===== src/rtl/tpsd_pkg.sv =====
// Package for the touch point scale and deadband block.
// Holds field widths, register indexes, sequencer states and small helpers.
// No dependencies.
package tpsd_pkg;

  localparam int RAW_W      = 12;
  localparam int POS_W      = 13;
  localparam int SIZE_W     = 12;
  localparam int SPAN_W     = 13;
  localparam int RCNT_W     = 4;
  localparam int CNT_W      = 3;
  localparam int NUM_PORTS  = 5;
  localparam int PROD_W     = SIZE_W + POS_W;
  localparam int DIV_STEPS  = POS_W;
  localparam int DCNT_W     = $clog2(DIV_STEPS);
  localparam int CFG_IDX_W  = 3;
  localparam int CFG_DATA_W = 13;

  localparam logic [POS_W-1:0] POS_MAX = '1;

  typedef enum logic [2:0] {
    ST_IDLE,
    ST_POINT,
    ST_MUL,
    ST_CHK,
    ST_DIV,
    ST_DECIDE,
    ST_DONE
  } state_t;

  typedef enum logic [1:0] {
    ORI_NORMAL,
    ORI_SWAP,
    ORI_MIRROR_X,
    ORI_MIRROR_Y
  } orient_t;

  localparam logic [CFG_IDX_W-1:0] REG_ORIENT    = 3'd0;
  localparam logic [CFG_IDX_W-1:0] REG_WIDTH     = 3'd1;
  localparam logic [CFG_IDX_W-1:0] REG_HEIGHT    = 3'd2;
  localparam logic [CFG_IDX_W-1:0] REG_DEADBAND  = 3'd3;
  localparam logic [CFG_IDX_W-1:0] REG_RAW_MAX_X = 3'd4;
  localparam logic [CFG_IDX_W-1:0] REG_RAW_MAX_Y = 3'd5;

  localparam logic [SIZE_W-1:0] RST_WIDTH     = 12'd480;
  localparam logic [SIZE_W-1:0] RST_HEIGHT    = 12'd272;
  localparam logic [SIZE_W-1:0] RST_DEADBAND  = 12'd0;
  localparam logic [SPAN_W-1:0] RST_RAW_MAX_X = 13'd480;
  localparam logic [SPAN_W-1:0] RST_RAW_MAX_Y = 13'd272;

  // Reflect a raw coordinate inside the span; an underflow saturates to zero.
  function automatic logic [POS_W-1:0] mirror_axis(input logic [SPAN_W-1:0] span,
                                                   input logic [RAW_W-1:0] v);
    logic [SPAN_W:0] vp1;
    vp1 = {2'b00, v} + 14'd1;
    if (vp1 > {1'b0, span}) begin
      mirror_axis = '0;
    end else begin
      mirror_axis = POS_W'(span - {1'b0, v} - 13'd1);
    end
  endfunction

  function automatic logic [POS_W-1:0] abs_diff(input logic [POS_W-1:0] a,
                                                input logic [POS_W-1:0] b);
    abs_diff = (a > b) ? a - b : b - a;
  endfunction

endpackage


===== src/rtl/touch_point_scale_deadband.sv =====
// Top level of the touch point scale and deadband block.
// One shared multiplier and restoring divider step under a small sequencer.
// Depends on tpsd_pkg.
//
//  channel | direction | handshake           | payload
//  --------+-----------+---------------------+------------------------------------
//  in_     | input     | in_valid/in_ready   | raw_count, raw_x0..raw_y4
//  out_    | output    | out_valid/out_ready | touch_count, pos_x0..pos_y4
//  cfg_    | input     | cfg_valid/cfg_ready | cfg_index, cfg_data
//
// A reported point passes one dispatch step, per axis one multiply, one range check
// and 13 divider steps, then one deadband decision; an axis whose quotient
// saturates skips its divider steps. A point not reported takes only the
// dispatch step. The input is ready only while the sequencer idles.
// The finished result sits in an output register, so a new transfer is taken
// while it waits; the next result then holds in its last cycle until the earlier
// one is transferred. Reset is synchronous; held positions have no reset and are
// guarded by the per-point seen bits. cfg_ready is always high.
module touch_point_scale_deadband #(
  parameter int MAX_POINTS = 5,
  parameter int COORD_BITS = 12
) (
  input  logic                                 clk,
  input  logic                                 rst_n,
  input  logic                                 in_valid,
  output logic                                 in_ready,
  input  logic [tpsd_pkg::RCNT_W-1:0]          in_raw_count,
  input  logic [tpsd_pkg::RAW_W-1:0]           in_raw_x0,
  input  logic [tpsd_pkg::RAW_W-1:0]           in_raw_y0,
  input  logic [tpsd_pkg::RAW_W-1:0]           in_raw_x1,
  input  logic [tpsd_pkg::RAW_W-1:0]           in_raw_y1,
  input  logic [tpsd_pkg::RAW_W-1:0]           in_raw_x2,
  input  logic [tpsd_pkg::RAW_W-1:0]           in_raw_y2,
  input  logic [tpsd_pkg::RAW_W-1:0]           in_raw_x3,
  input  logic [tpsd_pkg::RAW_W-1:0]           in_raw_y3,
  input  logic [tpsd_pkg::RAW_W-1:0]           in_raw_x4,
  input  logic [tpsd_pkg::RAW_W-1:0]           in_raw_y4,
  output logic                                 out_valid,
  input  logic                                 out_ready,
  output logic [tpsd_pkg::CNT_W-1:0]           out_touch_count,
  output logic [tpsd_pkg::POS_W-1:0]           out_pos_x0,
  output logic [tpsd_pkg::POS_W-1:0]           out_pos_y0,
  output logic [tpsd_pkg::POS_W-1:0]           out_pos_x1,
  output logic [tpsd_pkg::POS_W-1:0]           out_pos_y1,
  output logic [tpsd_pkg::POS_W-1:0]           out_pos_x2,
  output logic [tpsd_pkg::POS_W-1:0]           out_pos_y2,
  output logic [tpsd_pkg::POS_W-1:0]           out_pos_x3,
  output logic [tpsd_pkg::POS_W-1:0]           out_pos_y3,
  output logic [tpsd_pkg::POS_W-1:0]           out_pos_x4,
  output logic [tpsd_pkg::POS_W-1:0]           out_pos_y4,
  input  logic                                 cfg_valid,
  output logic                                 cfg_ready,
  input  logic [tpsd_pkg::CFG_IDX_W-1:0]       cfg_index,
  input  logic [tpsd_pkg::CFG_DATA_W-1:0]      cfg_data
);
  import tpsd_pkg::*;

  localparam int PT_W   = (MAX_POINTS > 1) ? $clog2(MAX_POINTS) : 1;
  localparam int MASK_W = (COORD_BITS < RAW_W) ? COORD_BITS : RAW_W;
  localparam logic [RAW_W-1:0] CMASK = RAW_W'((64'd1 << MASK_W) - 64'd1);
  localparam logic [PT_W-1:0]  PT_LAST = PT_W'(MAX_POINTS - 1);
  localparam logic [CNT_W-1:0] CNT_MAX = CNT_W'(MAX_POINTS);
  localparam logic [DCNT_W-1:0] DCNT_LAST = DCNT_W'(DIV_STEPS - 1);

  // Configuration registers.
  orient_t             orient_r;
  logic [SIZE_W-1:0]   width_r;
  logic [SIZE_W-1:0]   height_r;
  logic [SIZE_W-1:0]   deadband_r;
  logic [SPAN_W-1:0]   max_x_r;
  logic [SPAN_W-1:0]   max_y_r;

  // Sequencer and shared unit.
  state_t              state_r, state_nxt;
  logic [PT_W-1:0]     pt_r, pt_nxt;
  logic                axis_r, axis_nxt;
  logic [DCNT_W-1:0]   dcnt_r, dcnt_nxt;
  logic [CNT_W-1:0]    count_r, count_nxt;
  logic [PROD_W-1:0]   prod_r, prod_nxt;
  logic [POS_W-1:0]    rem_r, rem_nxt;
  logic [POS_W-1:0]    dvd_r, dvd_nxt;
  logic [POS_W-1:0]    sx_r, sx_nxt;
  logic [POS_W-1:0]    sy_r, sy_nxt;
  logic                out_valid_r, out_valid_nxt;
  logic [CNT_W-1:0]    out_cnt_r;

  // Per-point storage.
  logic [RAW_W-1:0]    raw_x_r  [MAX_POINTS];
  logic [RAW_W-1:0]    raw_y_r  [MAX_POINTS];
  logic [POS_W-1:0]    held_x_r [MAX_POINTS];
  logic [POS_W-1:0]    held_y_r [MAX_POINTS];
  logic [MAX_POINTS-1:0] seen_r;
  logic [POS_W-1:0]    work_x_r [MAX_POINTS];
  logic [POS_W-1:0]    work_y_r [MAX_POINTS];
  logic [POS_W-1:0]    out_x_r  [MAX_POINTS];
  logic [POS_W-1:0]    out_y_r  [MAX_POINTS];

  logic [RAW_W-1:0]    raw_x_in [NUM_PORTS];
  logic [RAW_W-1:0]    raw_y_in [NUM_PORTS];
  logic [POS_W-1:0]    pos_x_o  [NUM_PORTS];
  logic [POS_W-1:0]    pos_y_o  [NUM_PORTS];

  // Combinational datapath signals.
  logic                accept;
  logic                out_load;
  logic                pt_active;
  logic                pt_last;
  logic [POS_W-1:0]    unseen_x, unseen_y;
  logic [POS_W-1:0]    hx, hy;
  logic [POS_W-1:0]    ox, oy;
  logic [POS_W-1:0]    v_sel;
  logic [SIZE_W-1:0]   size_sel;
  logic [SPAN_W-1:0]   span_sel;
  logic                ovf;
  logic [POS_W:0]      trial;
  logic                ge;
  logic                moved;
  logic                raw_we, work_we, held_we;
  logic [POS_W-1:0]    work_x_wd, work_y_wd;

  assign raw_x_in[0] = in_raw_x0;
  assign raw_y_in[0] = in_raw_y0;
  assign raw_x_in[1] = in_raw_x1;
  assign raw_y_in[1] = in_raw_y1;
  assign raw_x_in[2] = in_raw_x2;
  assign raw_y_in[2] = in_raw_y2;
  assign raw_x_in[3] = in_raw_x3;
  assign raw_y_in[3] = in_raw_y3;
  assign raw_x_in[4] = in_raw_x4;
  assign raw_y_in[4] = in_raw_y4;

  assign in_ready  = (state_r == ST_IDLE);
  assign cfg_ready = 1'b1;
  assign accept    = in_valid && in_ready;
  assign out_valid = out_valid_r;
  assign out_touch_count = out_cnt_r;

  assign pt_last   = (pt_r == PT_LAST);
  assign pt_active = (CNT_W'(pt_r) < count_r);

  // A point never accepted reports the screen size plus the deadband plus one.
  assign unseen_x = POS_W'({1'b0, width_r} + {1'b0, deadband_r} + 13'd1);
  assign unseen_y = POS_W'({1'b0, height_r} + {1'b0, deadband_r} + 13'd1);
  assign hx = seen_r[pt_r] ? held_x_r[pt_r] : unseen_x;
  assign hy = seen_r[pt_r] ? held_y_r[pt_r] : unseen_y;

  always_comb begin
    ox = {1'b0, raw_x_r[pt_r]};
    oy = {1'b0, raw_y_r[pt_r]};
    case (orient_r)
      ORI_SWAP: begin
        ox = {1'b0, raw_y_r[pt_r]};
        oy = {1'b0, raw_x_r[pt_r]};
      end
      ORI_MIRROR_X: ox = mirror_axis(max_x_r, raw_x_r[pt_r]);
      ORI_MIRROR_Y: oy = mirror_axis(max_y_r, raw_y_r[pt_r]);
      default: ;
    endcase
  end

  assign v_sel    = axis_r ? oy : ox;
  assign size_sel = axis_r ? height_r : width_r;
  assign span_sel = axis_r ? max_y_r : max_x_r;

  // The quotient fits in 13 bits exactly when the product over 2^13 is below
  // the span, so only 13 divider steps are needed after this check.
  assign ovf   = (span_sel == '0) ||
                 ({1'b0, prod_r[PROD_W-1:POS_W]} >= span_sel);
  assign trial = {rem_r, dvd_r[POS_W-1]};
  assign ge    = (trial >= {1'b0, span_sel});
  assign moved = (abs_diff(sx_r, hx) > {1'b0, deadband_r}) ||
                 (abs_diff(sy_r, hy) > {1'b0, deadband_r});

  // Next state.
  always_comb begin
    state_nxt = state_r;
    case (state_r)
      ST_IDLE:   if (in_valid) state_nxt = ST_POINT;
      ST_POINT: begin
        if (pt_active) begin
          state_nxt = ST_MUL;
        end else if (pt_last) begin
          state_nxt = ST_DONE;
        end
      end
      ST_MUL:    state_nxt = ST_CHK;
      ST_CHK: begin
        if (!ovf) begin
          state_nxt = ST_DIV;
        end else begin
          state_nxt = axis_r ? ST_DECIDE : ST_MUL;
        end
      end
      ST_DIV: begin
        if (dcnt_r == DCNT_LAST) begin
          state_nxt = axis_r ? ST_DECIDE : ST_MUL;
        end
      end
      ST_DECIDE: state_nxt = pt_last ? ST_DONE : ST_POINT;
      ST_DONE:   if (!out_valid_r || out_ready) state_nxt = ST_IDLE;
      default:   state_nxt = ST_IDLE;
    endcase
  end

  // Datapath controls and next values.
  always_comb begin
    pt_nxt        = pt_r;
    axis_nxt      = axis_r;
    dcnt_nxt      = dcnt_r;
    count_nxt     = count_r;
    prod_nxt      = prod_r;
    rem_nxt       = rem_r;
    dvd_nxt       = dvd_r;
    sx_nxt        = sx_r;
    sy_nxt        = sy_r;
    raw_we        = 1'b0;
    work_we       = 1'b0;
    held_we       = 1'b0;
    work_x_wd     = hx;
    work_y_wd     = hy;
    out_load      = 1'b0;
    out_valid_nxt = out_valid_r && !out_ready;
    case (state_r)
      ST_IDLE: begin
        if (accept) begin
          raw_we    = 1'b1;
          pt_nxt    = '0;
          count_nxt = ({1'b0, in_raw_count} > {2'b00, CNT_MAX}) ?
                      CNT_MAX : CNT_W'(in_raw_count);
        end
      end
      ST_POINT: begin
        if (pt_active) begin
          axis_nxt = 1'b0;
        end else begin
          work_we = 1'b1;
          if (!pt_last) pt_nxt = pt_r + PT_W'(1);
        end
      end
      ST_MUL: prod_nxt = PROD_W'(v_sel) * PROD_W'(size_sel);
      ST_CHK: begin
        if (ovf) begin
          if (axis_r) begin
            sy_nxt = POS_MAX;
          end else begin
            sx_nxt   = POS_MAX;
            axis_nxt = 1'b1;
          end
        end else begin
          rem_nxt  = {1'b0, prod_r[PROD_W-1:POS_W]};
          dvd_nxt  = prod_r[POS_W-1:0];
          dcnt_nxt = '0;
        end
      end
      ST_DIV: begin
        // One restoring step: the quotient bit shifts in where the dividend
        // bit left, so dvd_r holds the quotient after the last step.
        rem_nxt  = ge ? POS_W'(trial - {1'b0, span_sel}) : POS_W'(trial);
        dvd_nxt  = {dvd_r[POS_W-2:0], ge};
        dcnt_nxt = dcnt_r + DCNT_W'(1);
        if (dcnt_r == DCNT_LAST) begin
          if (axis_r) begin
            sy_nxt = dvd_nxt;
          end else begin
            sx_nxt   = dvd_nxt;
            axis_nxt = 1'b1;
          end
        end
      end
      ST_DECIDE: begin
        work_we = 1'b1;
        if (moved) begin
          held_we   = 1'b1;
          work_x_wd = sx_r;
          work_y_wd = sy_r;
        end
        if (!pt_last) pt_nxt = pt_r + PT_W'(1);
      end
      ST_DONE: begin
        if (!out_valid_r || out_ready) begin
          out_load      = 1'b1;
          out_valid_nxt = 1'b1;
        end
      end
      default: ;
    endcase
  end

  // Control state and configuration.
  always_ff @(posedge clk) begin
    if (!rst_n) begin
      state_r     <= ST_IDLE;
      out_valid_r <= 1'b0;
      seen_r      <= '0;
      orient_r    <= ORI_NORMAL;
      width_r     <= RST_WIDTH;
      height_r    <= RST_HEIGHT;
      deadband_r  <= RST_DEADBAND;
      max_x_r     <= RST_RAW_MAX_X;
      max_y_r     <= RST_RAW_MAX_Y;
    end else begin
      state_r     <= state_nxt;
      out_valid_r <= out_valid_nxt;
      if (held_we) seen_r[pt_r] <= 1'b1;
      if (cfg_valid && cfg_ready) begin
        case (cfg_index)
          REG_ORIENT:    orient_r   <= orient_t'(cfg_data[1:0]);
          REG_WIDTH:     width_r    <= cfg_data[SIZE_W-1:0];
          REG_HEIGHT:    height_r   <= cfg_data[SIZE_W-1:0];
          REG_DEADBAND:  deadband_r <= cfg_data[SIZE_W-1:0];
          REG_RAW_MAX_X: max_x_r    <= cfg_data[SPAN_W-1:0];
          REG_RAW_MAX_Y: max_y_r    <= cfg_data[SPAN_W-1:0];
          default: ;
        endcase
      end
    end
  end

  // Payload registers.
  always_ff @(posedge clk) begin
    pt_r    <= pt_nxt;
    axis_r  <= axis_nxt;
    dcnt_r  <= dcnt_nxt;
    count_r <= count_nxt;
    prod_r  <= prod_nxt;
    rem_r   <= rem_nxt;
    dvd_r   <= dvd_nxt;
    sx_r    <= sx_nxt;
    sy_r    <= sy_nxt;
    if (raw_we) begin
      for (int k = 0; k < MAX_POINTS; k++) begin
        raw_x_r[k] <= raw_x_in[k] & CMASK;
        raw_y_r[k] <= raw_y_in[k] & CMASK;
      end
    end
    if (held_we) begin
      held_x_r[pt_r] <= sx_r;
      held_y_r[pt_r] <= sy_r;
    end
    if (work_we) begin
      work_x_r[pt_r] <= work_x_wd;
      work_y_r[pt_r] <= work_y_wd;
    end
    if (out_load) begin
      out_cnt_r <= count_r;
      out_x_r   <= work_x_r;
      out_y_r   <= work_y_r;
    end
  end

  // Ports beyond the MAX_POINTS parameter always report zero.
  for (genvar k = 0; k < NUM_PORTS; k++) begin : g_pos
    if (k < MAX_POINTS) begin : g_live
      assign pos_x_o[k] = out_x_r[k];
      assign pos_y_o[k] = out_y_r[k];
    end else begin : g_zero
      assign pos_x_o[k] = '0;
      assign pos_y_o[k] = '0;
    end
  end

  assign out_pos_x0 = pos_x_o[0];
  assign out_pos_y0 = pos_y_o[0];
  assign out_pos_x1 = pos_x_o[1];
  assign out_pos_y1 = pos_y_o[1];
  assign out_pos_x2 = pos_x_o[2];
  assign out_pos_y2 = pos_y_o[2];
  assign out_pos_x3 = pos_x_o[3];
  assign out_pos_y3 = pos_y_o[3];
  assign out_pos_x4 = pos_x_o[4];
  assign out_pos_y4 = pos_y_o[4];

  a_busy_after_accept: assert property (@(posedge clk) disable iff (!rst_n)
    accept |=> state_r == ST_POINT)
    else $error("sequencer did not start after an input transfer");

  a_div_rem_bound: assert property (@(posedge clk) disable iff (!rst_n)
    state_r == ST_DIV |-> rem_r < span_sel)
    else $error("divider remainder reached the span");

  a_div_count_bound: assert property (@(posedge clk) disable iff (!rst_n)
    state_r == ST_DIV |-> dcnt_r <= DCNT_LAST)
    else $error("divider step count ran past the last step");

  a_result_loaded: assert property (@(posedge clk) disable iff (!rst_n)
    out_load |=> out_valid_r && state_r == ST_IDLE)
    else $error("finished result was not presented");

  a_no_load_over_pending: assert property (@(posedge clk) disable iff (!rst_n)
    out_valid_r && !out_ready |-> !out_load)
    else $error("output register overwritten before its transfer");

endmodule

===== config.mk =====
export PLATFORM = sky130hd
export DESIGN_NAME = touch_point_scale_deadband
export DESIGN_NICKNAME = d
export VERILOG_FILES = /design/src/rtl/tpsd_pkg.sv /design/src/rtl/touch_point_scale_deadband.sv
export SDC_FILE = /design/constraint.sdc
export NUM_CORES = 1
export LEC_CHECK = 0
export ABC_AREA = 1
export BUFFER_PORTS_ARGS = -buffer_cell sky130_fd_sc_hd__buf_4
export CAP_MARGIN = 20
export CELL_PAD_IN_SITES_DETAIL_PLACEMENT = 0
export CELL_PAD_IN_SITES_GLOBAL_PLACEMENT = 1
export CORE_ASPECT_RATIO = 1.1
export CORE_UTILIZATION = 39
export CTS_CLUSTER_SIZE = 30
export DETAILED_ROUTE_END_ITERATION = 10
export PLACE_DENSITY_LB_ADDON = 0.15
export SLEW_MARGIN = 15
export SYNTH_ARGS = -nofsm -noshare
export SYNTH_HDL_FRONTEND = slang
export SYNTH_SLANG_ARGS = --single-unit

===== constraint.sdc =====
create_clock -name clk -period 11.4 [get_ports clk]
set_clock_uncertainty 0.15 [all_clocks]
set_input_delay 0.57 -clock clk [delete_from_list [all_inputs] [get_ports clk]]
set_output_delay 0.57 -clock clk [all_outputs]
set_load 0.01 [all_outputs]

==> results by group, run 1 <==
Critical path
  • CP max stage delay: approximately 0.65 ns
  • Reg-to-reg setup timing slack: 1.66 ns
  • Data arrival time at the worst-slack endpoint: roughly 10 ns
  • Cell repeated most along the worst path: nand2_1
  • CP startpoint kind: flop
  • Worst-path fanout max: 50
  • Depth of the worst register-to-register path: 39
  • Setup CP Type: flop to flop
  • Data required time of the critical path: 11.65 ns
  • Critical register-to-register path endpoint: prod_r[21]$_DFFE_PP_
  • Slowest cell on crit path: inv_2
  • Nature of the critical path endpoint: flop

Power
  • Worst IR Drop VDD: 575 uV
  • Pwr Density: approximately 330 nW/um2
  • Static leakage: 19.0 nW

Clock network
  • Clock transition at the register clock pins on the worst setup and hold paths after CTS: roughly 0.07 ns
  • # resized after CTS: 0
  • Number of H-tree branching levels: 3
  • Post-CTS setup-driven buffer insertion count: 0
  • Cts-stage hold buffer count: 121
  • Total clock buffers created by CTS: 75
  • CTS tree: built
  • Clock latency at the later pin of the worst-skew pair: 0.66 ns
  • Maximum root-to-sink buffer count: 3
  • # clock sinks: about 680
  • Root buffer cell: clkbuf_16

Synthesis
  • Ys async rst share: 0%
  • Post-synthesis cell type count: 58
  • FF+latch count, synth: approximately 680
  • Mean instance size in the synthesized netlist: 9.92 um2
  • Netlist area before placement: between 30000 and 40000 um2
  • Post-synthesis cell count: 3801
  • Yosys Warn Count: 0
  • Net count of the mapped netlist: between 4000 and 5000
  • Main synth FF type: edfxtp_1
  • Sequential area share after synthesis: 51.9%
  • Number of flops mapped to enable cells by yosys: between 600 and 700

Timing
  • Final-layout setup total negative slack: 0 ns
  • Slew of the pin with the lowest slew margin: 1.21 ns
  • Final period demand of the worst path: 9.74 ns
  • Final-report max-slew violation count: 0
  • Final critical-path share of the clock period: 85.4%
  • Worst slew margin: around 18%
  • Number of hold-slack violations in the final timing report: 0
  • Number of failing setup endpoints in the final timing report: 0
  • Setup repair after global routing missed its margin: false
  • Fmax: 0.103 GHz
  • Final worst setup slack: 1.66 ns

Place
  • Post-Place Setup Slack: 1.68 ns
  • Instance count after placement with tap cells included: 5289
  • DPL Wire Length: 82.7 mm
  • Final weighted congestion in routability-driven placement: 0.875
  • Number of port buffers: between 200 and 300

Global route
  • Total gr overflow: 0
  • Global-route usage over all layers: 22.8%
  • Initial antenna violation count: 2
  • Pin count of the biggest net entering global routing: ~70
  • First-pass GRT wire length: 169 mm
  • Vias in the first global route: 28200

Die
  • Floorplan die area: 97900 um2
  • Initial standard-cell utilization of the core: 39.4%
  • Vert. Die Dim: approximately 330 um
  • Number of rows created at floorplan: 119
  • Io pins: 281
  • Placeable core region: 95700 um2
  • Die X-Extent: about 300 um

Layout
  • Area growth from synthesis to layout: 19.4%
  • Count of placed standard cells in the final layout, fillers left out: 5547
  • Net count reported at finish: 4728
  • Proportion of layout cells with a drive suffix above 1: 11.6%

Worst hold path
  • Hold Crit Endpoint: count_r[0]$_SDFFCE_PN1P_
  • Class of the most critical hold timing path: input port to flop
  • Cell depth of the worst min-delay path: 2
  • Startpoint of the worst hold path: in_raw_count[0]

Drt
  • Iteration-0 DRC Markers: 1841
  • WL/cell: between 15 and 20 um
  • First-pass iteration count of the detailed router: 6
  • Routed wire length: 110 mm
  • Post-detailed-route via-to-cell ratio: around 5
  • Count of nets left with antenna violations after detail routing: 0
  • Detailed-route DRC error count: 0
  • Total via count after detailed routing: around 28000

Outcome
  • Run status: completed

Job
  • Count of max-cap constraint violations: 0
==> area by class of cell <==
class / count / area [um2]
sequential: 677 / 19600
fill: 9173 / 50700
clock buffer: 86 / 1960
multi-input combinational: 2453 / 15600
timing repair buffer: 442 / 3630
inverter: 568 / 2130
antenna: 1 / 2.50
tap: 1270 / 1590
clock inverter: 50 / 523
==> cell usage in the layout, fill, tap and decap left out, drive strengths merged, types with 7 or more instances in the layout <==
cell / n
nand2: 781
edfxtp: 601
inv: 567
o21ai: 322
buf: 321
nor2: 295
ha: 247
a21oi: 233
dlygate4sd3: 121
fa: 119
nand3: 99
clkbuf: 86
dfxtp: 76
xor2: 60
xnor2: 40
clkinv: 40
nor3: 32
o211ai: 31
o22ai: 31
nand4: 26
o21a: 21
or2: 17
a31oi: 13
o311ai: 10
a21boi: 9
a21o: 9
nand3b: 8
nor4: 8
o21bai: 7
bufinv: 7
==> worst max-delay path, delay by kind of cell (launching register included) <==
family                     cells  cell delay [ns]
buffers and inverters          4             0.80
AOI/OAI and AO/OA              9             1.97
adders and majority gates      8             3.54
xor gates and xnor gates       2             0.25
DFF                            1             0.49
and+or+nand+nor               16             2.26
==> worst max path at each step <==
stage                     start                   end  slack, ns  depth (start not counted)
final                      flop  prod_r[21]$_DFFE_PP_       1.66                         39
after detailed placement   flop  prod_r[21]$_DFFE_PP_       1.68                         39
after global placement     flop  prod_r[21]$_DFFE_PP_       1.84                         39
after global routing       flop  prod_r[21]$_DFFE_PP_       0.75                         39
after floorplan            flop  prod_r[21]$_DFFE_PP_       3.47                         41
after CTS                  flop  prod_r[21]$_DFFE_PP_       1.68                         39
==> sequential cells by signal, summed over array words and instances, names as in the netlist, 25 cells and up, named ones only <==
name and cells:
held_x_r 65, raw_x_r 60, work_y_r 65, held_y_r 65, work_x_r 65, prod_r 25
raw_y_r 60
==> metrics by stage <==
step	total power, mW	hold slack, ns	util, %	instance area [um2]
after global placement	12.3	0.251	43.1	41300
after CTS	14.8	0.0111	47.0	45000
after detailed placement	12.3	0.255	43.2	41300
after floorplan	9.91	0.250	-	37700
after global routing	16.2	0.0274	47.0	45000
final	14.6	0.0473	47.0	45000
==> per-layer routing <==
| metal | share of wire, % | global-route usage, % |
|---|---|---|
| met5 | 0 | 0 |
| met4 | 3.2 | 7.76 |
| met3 | 3.8 | 2.86 |
| met2 | 51 | 41.2 |
| met1 | 42 | 27.8 |
==> Yosys cell counts, drive strengths merged, types with 9 or more instances <==
library cell | number | area [um2]
a21boi | 9 | 67.6
nand2 | 781 | 2950
a21o | 9 | 67.6
a31oi | 13 | 81.3
clkbuf | 67 | 253
o21a | 21 | 158
edfxtp | 601 | 18000
a21oi | 233 | 1180
o21ai | 322 | 1630
or2 | 17 | 106
nor3 | 32 | 165
o311ai | 10 | 87.6
o22ai | 31 | 194
nor2 | 295 | 1120
nand3 | 99 | 513
xor2 | 60 | 526
xnor2 | 40 | 350
fa | 119 | 2380
inv | 564 | 2120
dfxtp | 76 | 1520
ha | 247 | 3090
nand4 | 26 | 163
buf | 36 | 204
o211ai | 31 | 233
==> where the power goes <==
| group | leakage [nW] | internal (mW) | switching, mW |
|---|---|---|---|
| Clock | 1.20 | 1.41 | 1.03 |
| Combinational | 11.6 | 3.04 | 5.63 |
| Sequential | 6.12 | 3.34 | 0.178 |
| Total | 19.0 | 7.79 | 6.84 |
==> cells by family after synthesis <==
group,Yosys count,share of synthesized area (%)
multiplexers,4,0.106
other,1,0.00995
XOR/XNOR,100,2.32
AND/OR/NAND/NOR,1272,13.8
AO/OA/AOI/OAI,710,10.5
buffers and inverters,671,6.87
adder cells (fa/ha/maj),366,14.5
flip-flops,677,51.9
Note: power is estimated with default switching activity, not from simulation.
==> inputs of run 2 (changes only) <==
--- a/config.mk
+++ b/config.mk
@@ -6,14 +6,12 @@
 export NUM_CORES = 1
 export LEC_CHECK = 0
 export ABC_AREA = 1
-export BUFFER_PORTS_ARGS = -buffer_cell sky130_fd_sc_hd__buf_4
 export CAP_MARGIN = 20
-export CELL_PAD_IN_SITES_DETAIL_PLACEMENT = 0
-export CELL_PAD_IN_SITES_GLOBAL_PLACEMENT = 1
 export CORE_ASPECT_RATIO = 1.1
 export CORE_UTILIZATION = 39
 export CTS_CLUSTER_SIZE = 30
 export DETAILED_ROUTE_END_ITERATION = 10
+export DONT_BUFFER_PORTS = 1
 export PLACE_DENSITY_LB_ADDON = 0.15
 export SLEW_MARGIN = 15
 export SYNTH_ARGS = -nofsm -noshare
==> results by group, run 2 (synthesis gave the netlist of run 1 again) <==
Global route
  • Vias in the first global route: 27400 (-2.8%)
  • Total gr overflow: 0 (unchanged)
  • Initial antenna violation count: 10 (+8)
  • Global-route usage over all layers: 22.1% (-0.71 points)
  • Pin count of the biggest net entering global routing: 83 (+17%)
  • First-pass GRT wire length: 164 mm (-2.8%)

Critical path
  • Data required time of the critical path: 11.65 ns (about the same)
  • Family with the most delay on the worst path: adder cells
  • Depth of the worst register-to-register path: 35 (-10%)
  • CP startpoint kind: flop
  • Worst-path fanout max: 30 (-40%)
  • CP max stage delay: 0.67 ns (+0.02 ns)
  • Slowest cell on crit path: dfxtp_2
  • Setup CP Type: flop to flop
  • Data arrival time at the worst-slack endpoint: 9.98 ns (about the same)
  • Cell repeated most along the worst path: nand2_1
  • Nature of the critical path endpoint: flop
  • Reg-to-reg setup timing slack: 1.67 ns (about the same)
  • Critical register-to-register path endpoint: prod_r[21]$_DFFE_PP_
  • Buffer and inverter count on the worst path: 6 (+2)

Job
  • Count of max-cap constraint violations: 0 (unchanged)

Timing
  • Setup repair after global routing missed its margin: false
  • Final-report max-slew violation count: 0 (unchanged)
  • Slew of the pin with the lowest slew margin: 1.06 ns (-0.154 ns)
  • Worst slew margin: 29.3% (+11 points)
  • Number of failing setup endpoints in the final timing report: 0 (unchanged)
  • Number of hold-slack violations in the final timing report: 0 (unchanged)
  • Final critical-path share of the clock period: 85.3% (about the same)
  • Final-layout setup total negative slack: 0 ns (unchanged)
  • Fmax: 0.103 GHz (about the same)
  • Final period demand of the worst path: 9.73 ns (-0.00709 ns)

Die
  • Placeable core region: 95700 um2 (unchanged)
  • Floorplan die area: 97900 um2 (unchanged)
  • Io pins: 281 (unchanged)
  • Vert. Die Dim: 328 um (unchanged)
  • Number of rows created at floorplan: 119 (unchanged)
  • Initial standard-cell utilization of the core: 39.4% (unchanged)
  • Die X-Extent: 298 um (unchanged)

Place
  • DPL Wire Length: 78.7 mm (-4.8%)
  • Number of port buffers: 0 (-100%)
  • Final weighted congestion in routability-driven placement: 0.914 (+4.5%)

Clock network
  • Clock latency at the later pin of the worst-skew pair: 0.66 ns (about the same)
  • Number of H-tree branching levels: 3 (unchanged)
  • # clock sinks: 677 (unchanged)
  • Maximum root-to-sink buffer count: 3 (unchanged)
  • Clock transition at the register clock pins on the worst setup and hold paths after CTS: 0.06 ns (about the same)
  • Total clock buffers created by CTS: 74 (-1.3%)
  • CTS tree: built
  • Root buffer cell: clkbuf_16
  • Post-CTS setup-driven buffer insertion count: 0 (unchanged)

Drt
  • Total via count after detailed routing: 27000 (-2.6%)
  • Detailed-route DRC error count: 0 (unchanged)
  • Post-detailed-route via-to-cell ratio: 5.11 (+2.0%)
  • WL/cell: 20.3 um (+2.1%)
  • Iteration-0 DRC Markers: 1648 (-10%)
  • First-pass iteration count of the detailed router: 6 (unchanged)
  • Count of nets left with antenna violations after detail routing: 0 (unchanged)
  • Routed wire length: 108 mm (-2.5%)

Worst hold path
  • Class of the most critical hold timing path: input port to flop
  • Hold Crit Endpoint: deadband_r[9]$_SDFFE_PN0P_
  • Startpoint of the worst hold path: cfg_data[9]
  • Cell depth of the worst min-delay path: 2 (unchanged)

Layout
  • Most frequent standard cell in the layout excluding fill and tap cells: nand2_1
  • Net count reported at finish: 4474 (-5.4%)
  • Filler cells: 9146 (-0.29%)
  • Proportion of layout cells with a drive suffix above 1: 5.49% (-6.1 points)
  • Area growth from synthesis to layout: 14.3%
  • Leading cell types in the layout, fill and taps excluded: nand2_1, edfxtp_1, inv_1

Outcome
  • Run status: completed
-- run 2: cell types whose count changed in the layout (fill, tap and decap cells not counted), sizes merged --
cell         delta
buf           -273
dlygate4sd3    +20
clkinv         -10
clkbuf          +9
bufinv          -4
diode           +3
clkinvlp        +2
inv             +2
-- run 2: layout make-up --
class / instances / area, um2 / area share (%)
inverter: 568 / 2130 / 4.95
antenna: 4 / 10.0 / 0.0232
tap: 1270 / 1590 / 3.69
timing repair buffer: 189 / 1830 / 4.25
multi-input combinational: 2453 / 15600 / 36.2
clock inverter: 40 / 334 / 0.776
sequential: 677 / 19600 / 45.5
clock buffer: 95 / 2000 / 4.65
-- run 2: how the worst max path moves through the flow --
stage | end | slack [ns] | cells past startpoint
global placement | prod_r[21]$_DFFE_PP_ | 1.75 | 36
detailed placement | prod_r[21]$_DFFE_PP_ | 1.68 | 35
finish | prod_r[21]$_DFFE_PP_ | 1.67 | 35
floorplan | prod_r[21]$_DFFE_PP_ | 3.47 | 41
CTS | prod_r[21]$_DFFE_PP_ | 1.64 | 35
global route | prod_r[21]$_DFFE_PP_ | 0.68 | 38
-- run 2: worst reg2reg max path: cells and delay by family, from the launching register on --
family | cells | cell delay [ns]
AOI/OAI and AO/OA | 8 | 2.01
and+or+nand+nor | 12 | 2.03
adders and majority gates | 7 | 3.24
xor gates and xnor gates | 2 | 0.37
buffers and inverters | 6 | 1.01
DFF | 1 | 0.67
-- run 2: repair_timing --
item                                   in CTS  in global routing
hold buffers                              142                  0
gates resized for setup                     0                  0
endpoints found under the hold margin     187                  0
-- run 2: layer usage --
metal | track usage (%) | part of all wire (%)
met1 | 26.9 | 42
met2 | 39.3 | 50
met3 | 3.46 | 4.7
met4 | 7.98 | 3.2
met5 | 0 | 0.081
-- run 2: per-stage QoR --
| step | instance area [um2] | instances | setup WS (ns) | util [%] | hold slack (ns) |
|---|---|---|---|---|---|
| 6_report | 43100 | 5296 | 1.67 | 45.0 | 0.0412 |
| 3_3_place_gp | 39200 | 5011 | 1.75 | 41.0 | 0.250 |
| 3_5_place_dp | 39200 | 5012 | 1.68 | 41.0 | 0.255 |
| 5_1_grt | 43100 | 5296 | 0.680 | 45.0 | 0.0199 |
| 4_1_cts | 43000 | 5289 | 1.64 | 44.9 | 0.000418 |
| 2_1_floorplan | 37700 | 3801 | 3.47 | - | 0.250 |
Power of run 2 is not shown: default switching activity piles up to over one toggle a cycle in this logic, so the estimate is an artifact.
